`src/hw/rtl/utf8v_pkg.sv`:
```
// Shared types and constants for the UTF-8 stream validator.
// No dependencies; imported by every module of the block except utf8v_fifo.
package utf8v_pkg;

  localparam int unsigned OFFSET_BITS_DEF = 32;
  localparam int unsigned REPORT_BITS     = 32;
  localparam int unsigned MID_DEPTH       = 2;
  localparam int unsigned OUT_DEPTH       = 2;

  // Lead bytes that restrict a later byte's range, and the second byte BF of EF BF xx
  localparam logic [7:0] LEAD_E0 = 8'he0;
  localparam logic [7:0] LEAD_ED = 8'hed;
  localparam logic [7:0] LEAD_EF = 8'hef;
  localparam logic [7:0] LEAD_F0 = 8'hf0;
  localparam logic [7:0] LEAD_F4 = 8'hf4;
  localparam logic [7:0] SECOND_BF = 8'hbf;

  // Continuation bytes still expected after a lead
  localparam logic [1:0] PEND_NONE  = 2'd0;
  localparam logic [1:0] PEND_ONE   = 2'd1;
  localparam logic [1:0] PEND_TWO   = 2'd2;
  localparam logic [1:0] PEND_THREE = 2'd3;

  // One byte after classification
  typedef struct packed {
    logic [7:0] data;
    logic       last;
    logic       is_ascii;   // 0x00..0x7f
    logic       is_nul;     // 0x00
    logic       is_cont;    // 10xxxxxx
    logic       lead_bad;   // non-ASCII byte that can never start a sequence
    logic [1:0] lead_pend;  // continuation bytes a good lead asks for
    logic       cont_80_9f; // 0x80..0x9f
    logic       cont_a0_bf; // 0xa0..0xbf
    logic       cont_80_8f; // 0x80..0x8f
    logic       cont_gt_8f; // above 0x8f
    logic       cont_be_bf; // 0xbe or 0xbf
  } byte_class_t;

  typedef struct packed {
    logic                   text_valid;
    logic [REPORT_BITS-1:0] error_offset;
  } result_t;

endpackage

```
`src/hw/rtl/utf8v_fifo.sv`:
```
// Small register-based queue with full/empty flags.
// Depends on nothing; used between front and back and on the result side.
module utf8v_fifo #(
  parameter int unsigned WIDTH = 8,
  parameter int unsigned DEPTH = 2
) (
  input  logic             clk_i,
  input  logic             rst_ni,
  input  logic             push_i,
  input  logic [WIDTH-1:0] data_i,
  output logic             full_o,
  input  logic             pop_i,
  output logic [WIDTH-1:0] data_o,
  output logic             empty_o
);

  localparam int unsigned PtrW = (DEPTH > 1) ? $clog2(DEPTH) : 1;
  localparam int unsigned CntW = $clog2(DEPTH + 1);

  logic [WIDTH-1:0] mem_q [DEPTH];
  logic [PtrW-1:0]  wr_ptr_q, wr_ptr_d, rd_ptr_q, rd_ptr_d;
  logic [CntW-1:0]  count_q, count_d;
  logic             do_push, do_pop;

  assign full_o  = (count_q == CntW'(DEPTH));
  assign empty_o = (count_q == '0);
  assign do_push = push_i && !full_o;
  assign do_pop  = pop_i && !empty_o;
  assign data_o  = mem_q[rd_ptr_q];

  always_comb begin
    wr_ptr_d = wr_ptr_q;
    rd_ptr_d = rd_ptr_q;
    count_d  = count_q;
    if (do_push) begin
      wr_ptr_d = (wr_ptr_q == PtrW'(DEPTH - 1)) ? '0 : wr_ptr_q + 1'b1;
    end
    if (do_pop) begin
      rd_ptr_d = (rd_ptr_q == PtrW'(DEPTH - 1)) ? '0 : rd_ptr_q + 1'b1;
    end
    if (do_push && !do_pop) begin
      count_d = count_q + 1'b1;
    end else if (do_pop && !do_push) begin
      count_d = count_q - 1'b1;
    end
  end

  always_ff @(posedge clk_i or negedge rst_ni) begin
    if (!rst_ni) begin
      wr_ptr_q <= '0;
      rd_ptr_q <= '0;
      count_q  <= '0;
    end else begin
      wr_ptr_q <= wr_ptr_d;
      rd_ptr_q <= rd_ptr_d;
      count_q  <= count_d;
    end
  end

  always_ff @(posedge clk_i) begin
    if (do_push) begin
      mem_q[wr_ptr_q] <= data_i;
    end
  end

endmodule

```
`src/hw/rtl/utf8v_front.sv`:
```
// Front end: decodes each incoming byte into class flags for the back end.
// Depends on utf8v_pkg.
module utf8v_front
  import utf8v_pkg::*;
(
  input  logic        [7:0] data_byte_i,
  input  logic              last_byte_i,
  output byte_class_t       class_o
);

  logic [7:0] b;

  assign b = data_byte_i;

  always_comb begin
    class_o            = '0;
    class_o.data       = b;
    class_o.last       = last_byte_i;
    class_o.is_ascii   = !b[7];
    class_o.is_nul     = (b == 8'h00);
    class_o.is_cont    = (b[7:6] == 2'b10);
    class_o.cont_80_9f = (b[7:5] == 3'b100);
    class_o.cont_a0_bf = (b[7:5] == 3'b101);
    class_o.cont_80_8f = (b[7:4] == 4'b1000);
    class_o.cont_gt_8f = (b > 8'h8f);
    class_o.cont_be_bf = (b[7:1] == 7'b1011111);
    // Leads: C2..DF take one, E0..EF two, F0..F4 three; all else non-ASCII is bad
    if (b[7:5] == 3'b110 && b[7:1] != 7'b1100000) begin
      class_o.lead_pend = PEND_ONE;
    end else if (b[7:4] == 4'b1110) begin
      class_o.lead_pend = PEND_TWO;
    end else if (b[7:3] == 5'b11110 && b <= LEAD_F4) begin
      class_o.lead_pend = PEND_THREE;
    end else begin
      class_o.lead_pend = PEND_NONE;
    end
    class_o.lead_bad = b[7] && (class_o.lead_pend == PEND_NONE);
  end

endmodule

```
`src/hw/rtl/utf8v_back.sv`:
```
// Back end: sequence state, position counter and per-text verdict.
// Depends on utf8v_pkg; takes classified bytes from the middle queue.
module utf8v_back
  import utf8v_pkg::*;
#(
  parameter int unsigned OFFSET_BITS = OFFSET_BITS_DEF
) (
  input  logic        clk_i,
  input  logic        rst_ni,
  input  byte_class_t class_i,
  input  logic        class_valid_i,
  output logic        class_pop_o,
  input  logic        res_full_i,
  output logic        res_push_o,
  output result_t     res_o
);

  logic [1:0]             pending_q, pending_d;
  logic [1:0]             len_q, len_d;       // pending count right after the lead
  logic [7:0]             lead_q, lead_d;
  logic [7:0]             second_q, second_d;
  logic [OFFSET_BITS-1:0] pos_q, pos_d;
  logic [OFFSET_BITS-1:0] start_q, start_d;
  logic                   err_q, err_d;
  logic [OFFSET_BITS-1:0] err_pos_q, err_pos_d;
  logic                   stop_q, stop_d;

  logic                   take, bad, fin_err;
  logic [OFFSET_BITS-1:0] fin_pos;
  logic [REPORT_BITS-1:0] fin_report;

  assign take        = class_valid_i && !res_full_i;
  assign class_pop_o = take;
  assign res_push_o  = take && class_i.last;

  always_comb begin
    pending_d = pending_q;
    len_d     = len_q;
    lead_d    = lead_q;
    second_d  = second_q;
    start_d   = start_q;
    err_d     = err_q;
    err_pos_d = err_pos_q;
    stop_d    = stop_q;
    bad       = 1'b0;

    if (!err_q && !stop_q) begin
      if (pending_q == PEND_NONE) begin
        start_d  = pos_q;
        lead_d   = class_i.data;
        second_d = '0;
        len_d    = class_i.lead_pend;
        if (class_i.is_ascii) begin
          stop_d = class_i.is_nul;
        end else if (class_i.lead_bad) begin
          bad = 1'b1;
        end else begin
          pending_d = class_i.lead_pend;
        end
      end else begin
        bad = !class_i.is_cont;
        if (!bad && pending_q == len_q) begin
          // Second byte: reject overlongs, surrogates and values past U+10FFFF
          second_d = class_i.data;
          bad = (lead_q == LEAD_E0 && class_i.cont_80_9f) ||
                (lead_q == LEAD_ED && class_i.cont_a0_bf) ||
                (lead_q == LEAD_F0 && class_i.cont_80_8f) ||
                (lead_q == LEAD_F4 && class_i.cont_gt_8f);
        end else if (!bad && len_q == PEND_TWO && pending_q == PEND_ONE) begin
          // Final byte of EF BF xx: drop U+FFFE and U+FFFF
          bad = (lead_q == LEAD_EF) && (second_q == SECOND_BF) && class_i.cont_be_bf;
        end
        if (!bad) begin
          pending_d = pending_q - 1'b1;
        end
      end
      if (bad) begin
        err_d     = 1'b1;
        err_pos_d = start_d;
        pending_d = PEND_NONE;
      end
    end

    pos_d = (pos_q == '1) ? pos_q : pos_q + 1'b1;

    // End of text: an open sequence is a truncation error at its lead
    fin_err = err_d;
    fin_pos = err_pos_d;
    if (!err_d && !stop_d && pending_d != PEND_NONE) begin
      fin_err = 1'b1;
      fin_pos = start_d;
    end
  end

  if (OFFSET_BITS > REPORT_BITS) begin : g_sat
    assign fin_report = (fin_pos[OFFSET_BITS-1:REPORT_BITS] != '0) ? '1
                                                : fin_pos[REPORT_BITS-1:0];
  end else begin : g_ext
    assign fin_report = REPORT_BITS'(fin_pos);
  end

  assign res_o.text_valid   = !fin_err;
  assign res_o.error_offset = fin_err ? fin_report : '0;

  always_ff @(posedge clk_i or negedge rst_ni) begin
    if (!rst_ni) begin
      pending_q <= PEND_NONE;
      len_q     <= PEND_NONE;
      lead_q    <= '0;
      second_q  <= '0;
      pos_q     <= '0;
      start_q   <= '0;
      err_q     <= 1'b0;
      err_pos_q <= '0;
      stop_q    <= 1'b0;
    end else if (take) begin
      if (class_i.last) begin
        pending_q <= PEND_NONE;
        len_q     <= PEND_NONE;
        lead_q    <= '0;
        second_q  <= '0;
        pos_q     <= '0;
        start_q   <= '0;
        err_q     <= 1'b0;
        err_pos_q <= '0;
        stop_q    <= 1'b0;
      end else begin
        pending_q <= pending_d;
        len_q     <= len_d;
        lead_q    <= lead_d;
        second_q  <= second_d;
        pos_q     <= pos_d;
        start_q   <= start_d;
        err_q     <= err_d;
        err_pos_q <= err_pos_d;
        stop_q    <= stop_d;
      end
    end
  end

  a_pend_le_len: assert property (@(posedge clk_i) disable iff (!rst_ni)
    pending_q <= len_q)
    else $error("pending count exceeds sequence length");

  a_err_closes_seq: assert property (@(posedge clk_i) disable iff (!rst_ni)
    (err_q || stop_q) |-> (pending_q == PEND_NONE))
    else $error("sequence still open after error or stop");

  a_restart_after_result: assert property (@(posedge clk_i) disable iff (!rst_ni)
    res_push_o |=> (pos_q == '0 && !err_q && !stop_q))
    else $error("state not cleared after result");

  a_start_behind_pos: assert property (@(posedge clk_i) disable iff (!rst_ni)
    start_q <= pos_q)
    else $error("sequence start ahead of position");

endmodule

```
`src/hw/rtl/utf8_stream_validator.sv`:
```
// Top level of the strict UTF-8 stream validator.
// Depends on utf8v_pkg, utf8v_front, utf8v_back and utf8v_fifo.
//
// Feed a text one byte per transaction on the push side, marking its final
// byte with last_byte_i. Each byte is checked for strict UTF-8: bad lead or
// continuation bytes, overlong forms, surrogates, U+FFFE/U+FFFF and code
// points above U+10FFFF are errors, and so is a sequence cut off by the last
// byte. A NUL in lead position ends checking for the rest of that text. Only
// the last byte yields a result transaction: text_valid_o, and error_offset_o
// holding the offset of the lead byte of the first bad sequence (0 if valid,
// saturated at 2^32-1). The next byte then starts a new text at offset 0.
// The block takes one byte per clock as long as the result side is popped;
// the back end updates the sequence state for each byte that it takes. A byte
// passes through the two-entry queue between front and back, and its verdict
// through the two-entry result queue, before the result is visible.
// OFFSET_BITS sets the width of the internal saturating byte counter.
module utf8_stream_validator
  import utf8v_pkg::*;
#(
  parameter int unsigned OFFSET_BITS = OFFSET_BITS_DEF
) (
  input  logic                   clk_i,
  input  logic                   rst_ni,
  input  logic                   push,
  output logic                   full,
  input  logic [7:0]             data_byte_i,
  input  logic                   last_byte_i,
  output logic                   empty,
  input  logic                   pop,
  output logic                   text_valid_o,
  output logic [REPORT_BITS-1:0] error_offset_o
);

  byte_class_t front_class, back_class;
  logic        mid_empty, mid_pop;
  logic        res_full, res_push;
  result_t     res_in, res_out;

  // Front: classify the byte as it arrives
  utf8v_front u_front (
    .data_byte_i (data_byte_i),
    .last_byte_i (last_byte_i),
    .class_o     (front_class)
  );

  // Decouple intake from the sequence checker
  utf8v_fifo #(
    .WIDTH ($bits(byte_class_t)),
    .DEPTH (MID_DEPTH)
  ) u_mid_fifo (
    .clk_i   (clk_i),
    .rst_ni  (rst_ni),
    .push_i  (push),
    .data_i  (front_class),
    .full_o  (full),
    .pop_i   (mid_pop),
    .data_o  (back_class),
    .empty_o (mid_empty)
  );

  // Back: advance the sequence state, emit a verdict on the last byte
  utf8v_back #(
    .OFFSET_BITS (OFFSET_BITS)
  ) u_back (
    .clk_i         (clk_i),
    .rst_ni        (rst_ni),
    .class_i       (back_class),
    .class_valid_i (!mid_empty),
    .class_pop_o   (mid_pop),
    .res_full_i    (res_full),
    .res_push_o    (res_push),
    .res_o         (res_in)
  );

  // Hold verdicts until the consumer pops them
  utf8v_fifo #(
    .WIDTH ($bits(result_t)),
    .DEPTH (OUT_DEPTH)
  ) u_res_fifo (
    .clk_i   (clk_i),
    .rst_ni  (rst_ni),
    .push_i  (res_push),
    .data_i  (res_in),
    .full_o  (res_full),
    .pop_i   (pop),
    .data_o  (res_out),
    .empty_o (empty)
  );

  assign text_valid_o   = res_out.text_valid;
  assign error_offset_o = res_out.error_offset;

endmodule

```
`config.mk`:
```
export PLATFORM = sky130hd
export DESIGN_NAME = utf8_stream_validator
export DESIGN_NICKNAME = d
export VERILOG_FILES = /design/src/hw/rtl/utf8v_pkg.sv /design/src/hw/rtl/utf8v_fifo.sv /design/src/hw/rtl/utf8v_front.sv /design/src/hw/rtl/utf8v_back.sv /design/src/hw/rtl/utf8_stream_validator.sv
export SDC_FILE = /design/constraint.sdc
export NUM_CORES = 1
export LEC_CHECK = 0
export BUFFER_PORTS_ARGS = -buffer_cell sky130_fd_sc_hd__buf_2
export CORE_MARGIN = 2
export CORE_UTILIZATION = 55
export DETAILED_ROUTE_END_ITERATION = 8
export PLACE_DENSITY = 0.72
export SETUP_SLACK_MARGIN = 0.05
export SYNTH_ARGS = -nofsm -noshare
export SYNTH_HDL_FRONTEND = slang
export SYNTH_SLANG_ARGS = --single-unit
```
`constraint.sdc`:
```
create_clock -name clk_i -period 6.65 [get_ports clk_i]
set_input_delay 1.33 -clock clk_i [delete_from_list [all_inputs] [get_ports clk_i]]
set_output_delay 1.33 -clock clk_i [all_outputs]
set_load 0.03 [all_outputs]
```
==> summary.txt <==
Outcome = complete, no violations
Initial Utilization = 0.5566
Cell depth of the worst min-delay path = 1
Setup repair bufs after CTS = 0
Most used standard cell by instance count after synthesis = sky130_fd_sc_hd__dfrtp_1
Synth Net Count = 871
Clock H-tree levels = 1
Vias post-DR = 7067
Sequential cell area fraction in the yosys report = 0.5908
Sequence of cells on the critical path = inv_1, ha_2, inv_1, a211oi_1, a221o_1, a2111oi_4, nor2_2, buf_4, o31ai_1
Total congestion overflow after global routing = 0
Fraction of synthesized cell area taken by the top area cell type = 0.2968
Avg Cell Area, Syn = 12.57 um2
Clk Tree Root Cell = sky130_fd_sc_hd__clkbuf_16
CTS tree = built
Fill cell count = 1555
Setup Crit Path Kind = reg -> reg
Fmax = 273.9 MHz
Ys flop type = sky130_fd_sc_hd__dfrtp_1
Synthesized area = 10730 um2
CP Data Arrival Time = 3.89 ns
Most frequent cells after synthesis = 126 x sky130_fd_sc_hd__dfrtp_1, 106 x sky130_fd_sc_hd__edfxtp_1, 74 x sky130_fd_sc_hd__nor2_1, 51 x sky130_fd_sc_hd__mux2i_1, 44 x sky130_fd_sc_hd__o31ai_1
Class of the most critical hold timing path = reg -> reg
DR vias/cell = 6.056
Area growth, synth to finish = 11.22%
Clock edge transition at the registers on the reported setup and hold paths = 0.06 ns
Total detailed-routing wirelength = 22410 um
Share of the core filled with cells = 0.6190
Max cap viols = 0
Total of warnings raised by yosys = 0
CTS sink cnt = 232
Seq. cell area = 6336 um2
Number of standard cells after synthesis = 853
Weighted congestion reported at the end of routability-driven placement = 0.8480
Worst-path maximum fanout = 39
Horizontal die dimension = 143.6 um
Slew margin rel. = 0.2172
Via count of the first global-routing pass = 6801
Core footprint = 19270 um2
Worst IR Drop VDD = 0.2552 mV
Total Die Area = 20630 um2
TritonCTS buffer count = 25
Highest-delay cell along the critical path = sky130_fd_sc_hd__ha_2
First-pass GRT wire length = 36350 um
Avg WL per Cell = 19.20 um
Async set-reset flop share out of synthesis = 0.5431
Actual slew at the worst max-slew pin = 1.165 ns
Number of flops mapped to enable cells by yosys = 106
Fraction of final layout cells sized beyond drive strength 1 = 0.1674
Antenna cell count = 0
Critical Path Max Stage Delay = 0.97 ns
Number of antenna violations at the first check in global routing = 0
Required arrival time at the worst endpoint = 6.89 ns
Sum of net half-perimeters after detailed placement = 14090 um
Largest net degree at the start of global routing = 66
Hold Violations, Final = 0
Power per unit of standard cell area = 455.9 nW/um2
Overall power = 5439 uW
Quantity of I/O buffers inserted on ports = 47
Most used cell along the critical path = sky130_fd_sc_hd__inv_1
Setup Total Neg Slack = 0 ns
Number of DRC violations after detailed-routing iteration 0 = 682
Core Rows = 51
Cell types with the largest area share after synthesis = sky130_fd_sc_hd__edfxtp_1 30%, sky130_fd_sc_hd__dfrtp_1 29%, sky130_fd_sc_hd__mux2i_1 4.8%
Post-layout minimum cycle time = 3.651 ns
Post-layout nets = 901
Latest clock arrival within the worst-skew pair = 0.53 ns
Residual DRC = 0
Slew Viols, Final = 0
Number of nets still failing antenna checks after routing = 0
Worst Reg2Reg Path Length in Cells = 9
Die Y-Extent = 143.6 um
Cts hold-fix bufs = 0
Reported leakage power = 0.004881 uW
Worst-case clock buffer depth = 3
Worst setup EP type = flop
Total area of multi-input combinational cells = 3991 um2
Final setup fails = 0
Detailed-routing iteration count for the pre-antenna-repair pass = 6
Post-cts resize count = 0
Count of state elements after synthesis = 232
Post-synthesis cell type with the largest combined area = sky130_fd_sc_hd__edfxtp_1
Setup repair after global routing missed its margin = no
Kind of launch point of the worst setup path = flop
Final worst clock skew = 0.01477 ns
Library cells used by synthesis = 68
Number of top-level pins = 48
Final Cycle Share = 0.5490
Smallest hold slack = 0.4748 ns
Overall Global Routing Usage = 0.2221
## cell usage in the layout (no fill, tap or decap), types with 4 or more instances in the layout
cell type                   instances
sky130_fd_sc_hd__a21oi_1           11
sky130_fd_sc_hd__a22o_1            33
sky130_fd_sc_hd__a22oi_1           31
sky130_fd_sc_hd__a31oi_1            5
sky130_fd_sc_hd__and2_1             6
sky130_fd_sc_hd__and3_1            11
sky130_fd_sc_hd__and4_1             6
sky130_fd_sc_hd__buf_2             46
sky130_fd_sc_hd__buf_4             15
sky130_fd_sc_hd__bufinv_16          4
sky130_fd_sc_hd__clkbuf_1           7
sky130_fd_sc_hd__clkbuf_16         26
sky130_fd_sc_hd__dfrtp_1          126
sky130_fd_sc_hd__edfxtp_1         106
sky130_fd_sc_hd__ha_1               4
sky130_fd_sc_hd__inv_1             13
sky130_fd_sc_hd__mux2_2            35
sky130_fd_sc_hd__mux2i_1           51
sky130_fd_sc_hd__nand2_1           40
sky130_fd_sc_hd__nand2b_1           6
sky130_fd_sc_hd__nand3_1           14
sky130_fd_sc_hd__nand3b_1           4
sky130_fd_sc_hd__nand4_1           15
sky130_fd_sc_hd__nor2_1            73
sky130_fd_sc_hd__nor3_1             7
sky130_fd_sc_hd__o211ai_1          10
sky130_fd_sc_hd__o21ai_0            7
sky130_fd_sc_hd__o21ai_1           17
sky130_fd_sc_hd__o2bb2ai_1         32
sky130_fd_sc_hd__o31ai_1           44
sky130_fd_sc_hd__or3_1             11
sky130_fd_sc_hd__xnor2_1           10
sky130_fd_sc_hd__xor2_1            20
## routing by layer
metal	vias up	track usage	routed length, um
met5	-	0	0
met4	0	0.04696	262
met3	20	0.03499	1280
met2	205	0.3368	10230
met1	3519	0.3410	10630
li1	3323	-	-
## sequential cells by signal (all words and copies together), names as in the netlist, 2 cells and up
name / cells
u_back.err_pos_q: 32
u_back.lead_q: 8
u_back.len_q: 2
u_back.pending_q: 2
u_back.pos_q: 32
u_back.second_q: 8
u_back.start_q: 32
u_mid_fifo.count_q: 2
u_mid_fifo.mem_q: 40
u_res_fifo.count_q: 2
u_res_fifo.mem_q: 66
## report_power, final
group	switching (uW)	internal (uW)
logic	1430	596
registers	130	1830
clock network	549	897
total	2110	3330
## worst max-delay path: cells and delay by family, from the launching register on
kind / cells / cell delay (ns)
buffers and inverters: 3 / 0.83
DFF: 1 / 0.42
AOI/OAI and AO/OA: 4 / 1.02
and+or+nand+nor: 1 / 0.09
adders and majority gates: 1 / 0.97
## final timing paths
check	from	to	slack (ns)
max	u_back.pending_q[1]	u_res_fifo.mem_q[0][16]	3.00
min	u_res_fifo.rd_ptr_q	u_res_fifo.rd_ptr_q	0.47
max reg2reg	u_back.pending_q[1]	u_res_fifo.mem_q[0][16]	3.00
min reg2reg	u_res_fifo.rd_ptr_q	u_res_fifo.rd_ptr_q	0.47
max in group asynchronous	rst_ni	u_back.lead_q[2]	4.42
min in group asynchronous	rst_ni	u_back.err_pos_q[12]	0.89
## area by class of cell
| class | count | share of cell area |
|---|---|---|
| clock buffers | 35 | 0.05905 |
| clock inverters | 11 | 0.01395 |
| inverters | 15 | 0.004720 |
| multi-input cells | 548 | 0.3346 |
| flip-flops and latches | 232 | 0.5312 |
| well taps | 265 | 0.02780 |
| repair buffers | 61 | 0.02874 |
## cell families after synthesis
group           synth area share
flops                     0.5908
fa+ha+maj               0.005833
simple gates              0.1004
buf+inv                  0.03815
mux                      0.08644
compound gates            0.1539
xor+xnor                 0.02450
## per-stage QoR
| stage | cells | setup slack (ns) | instance area, um2 |
|---|---|---|---|
| after CTS | 1167 | 3.069 | 11930 |
| after detailed placement | 1121 | 3.087 | 11060 |
| after floorplan | 853 | 3.532 | 10730 |
| after global placement | 1121 | 3.154 | 11060 |
| final | 1167 | 2.999 | 11930 |
| after global routing | 1167 | 2.807 | 11930 |
(Power assumes the default switching activity.)
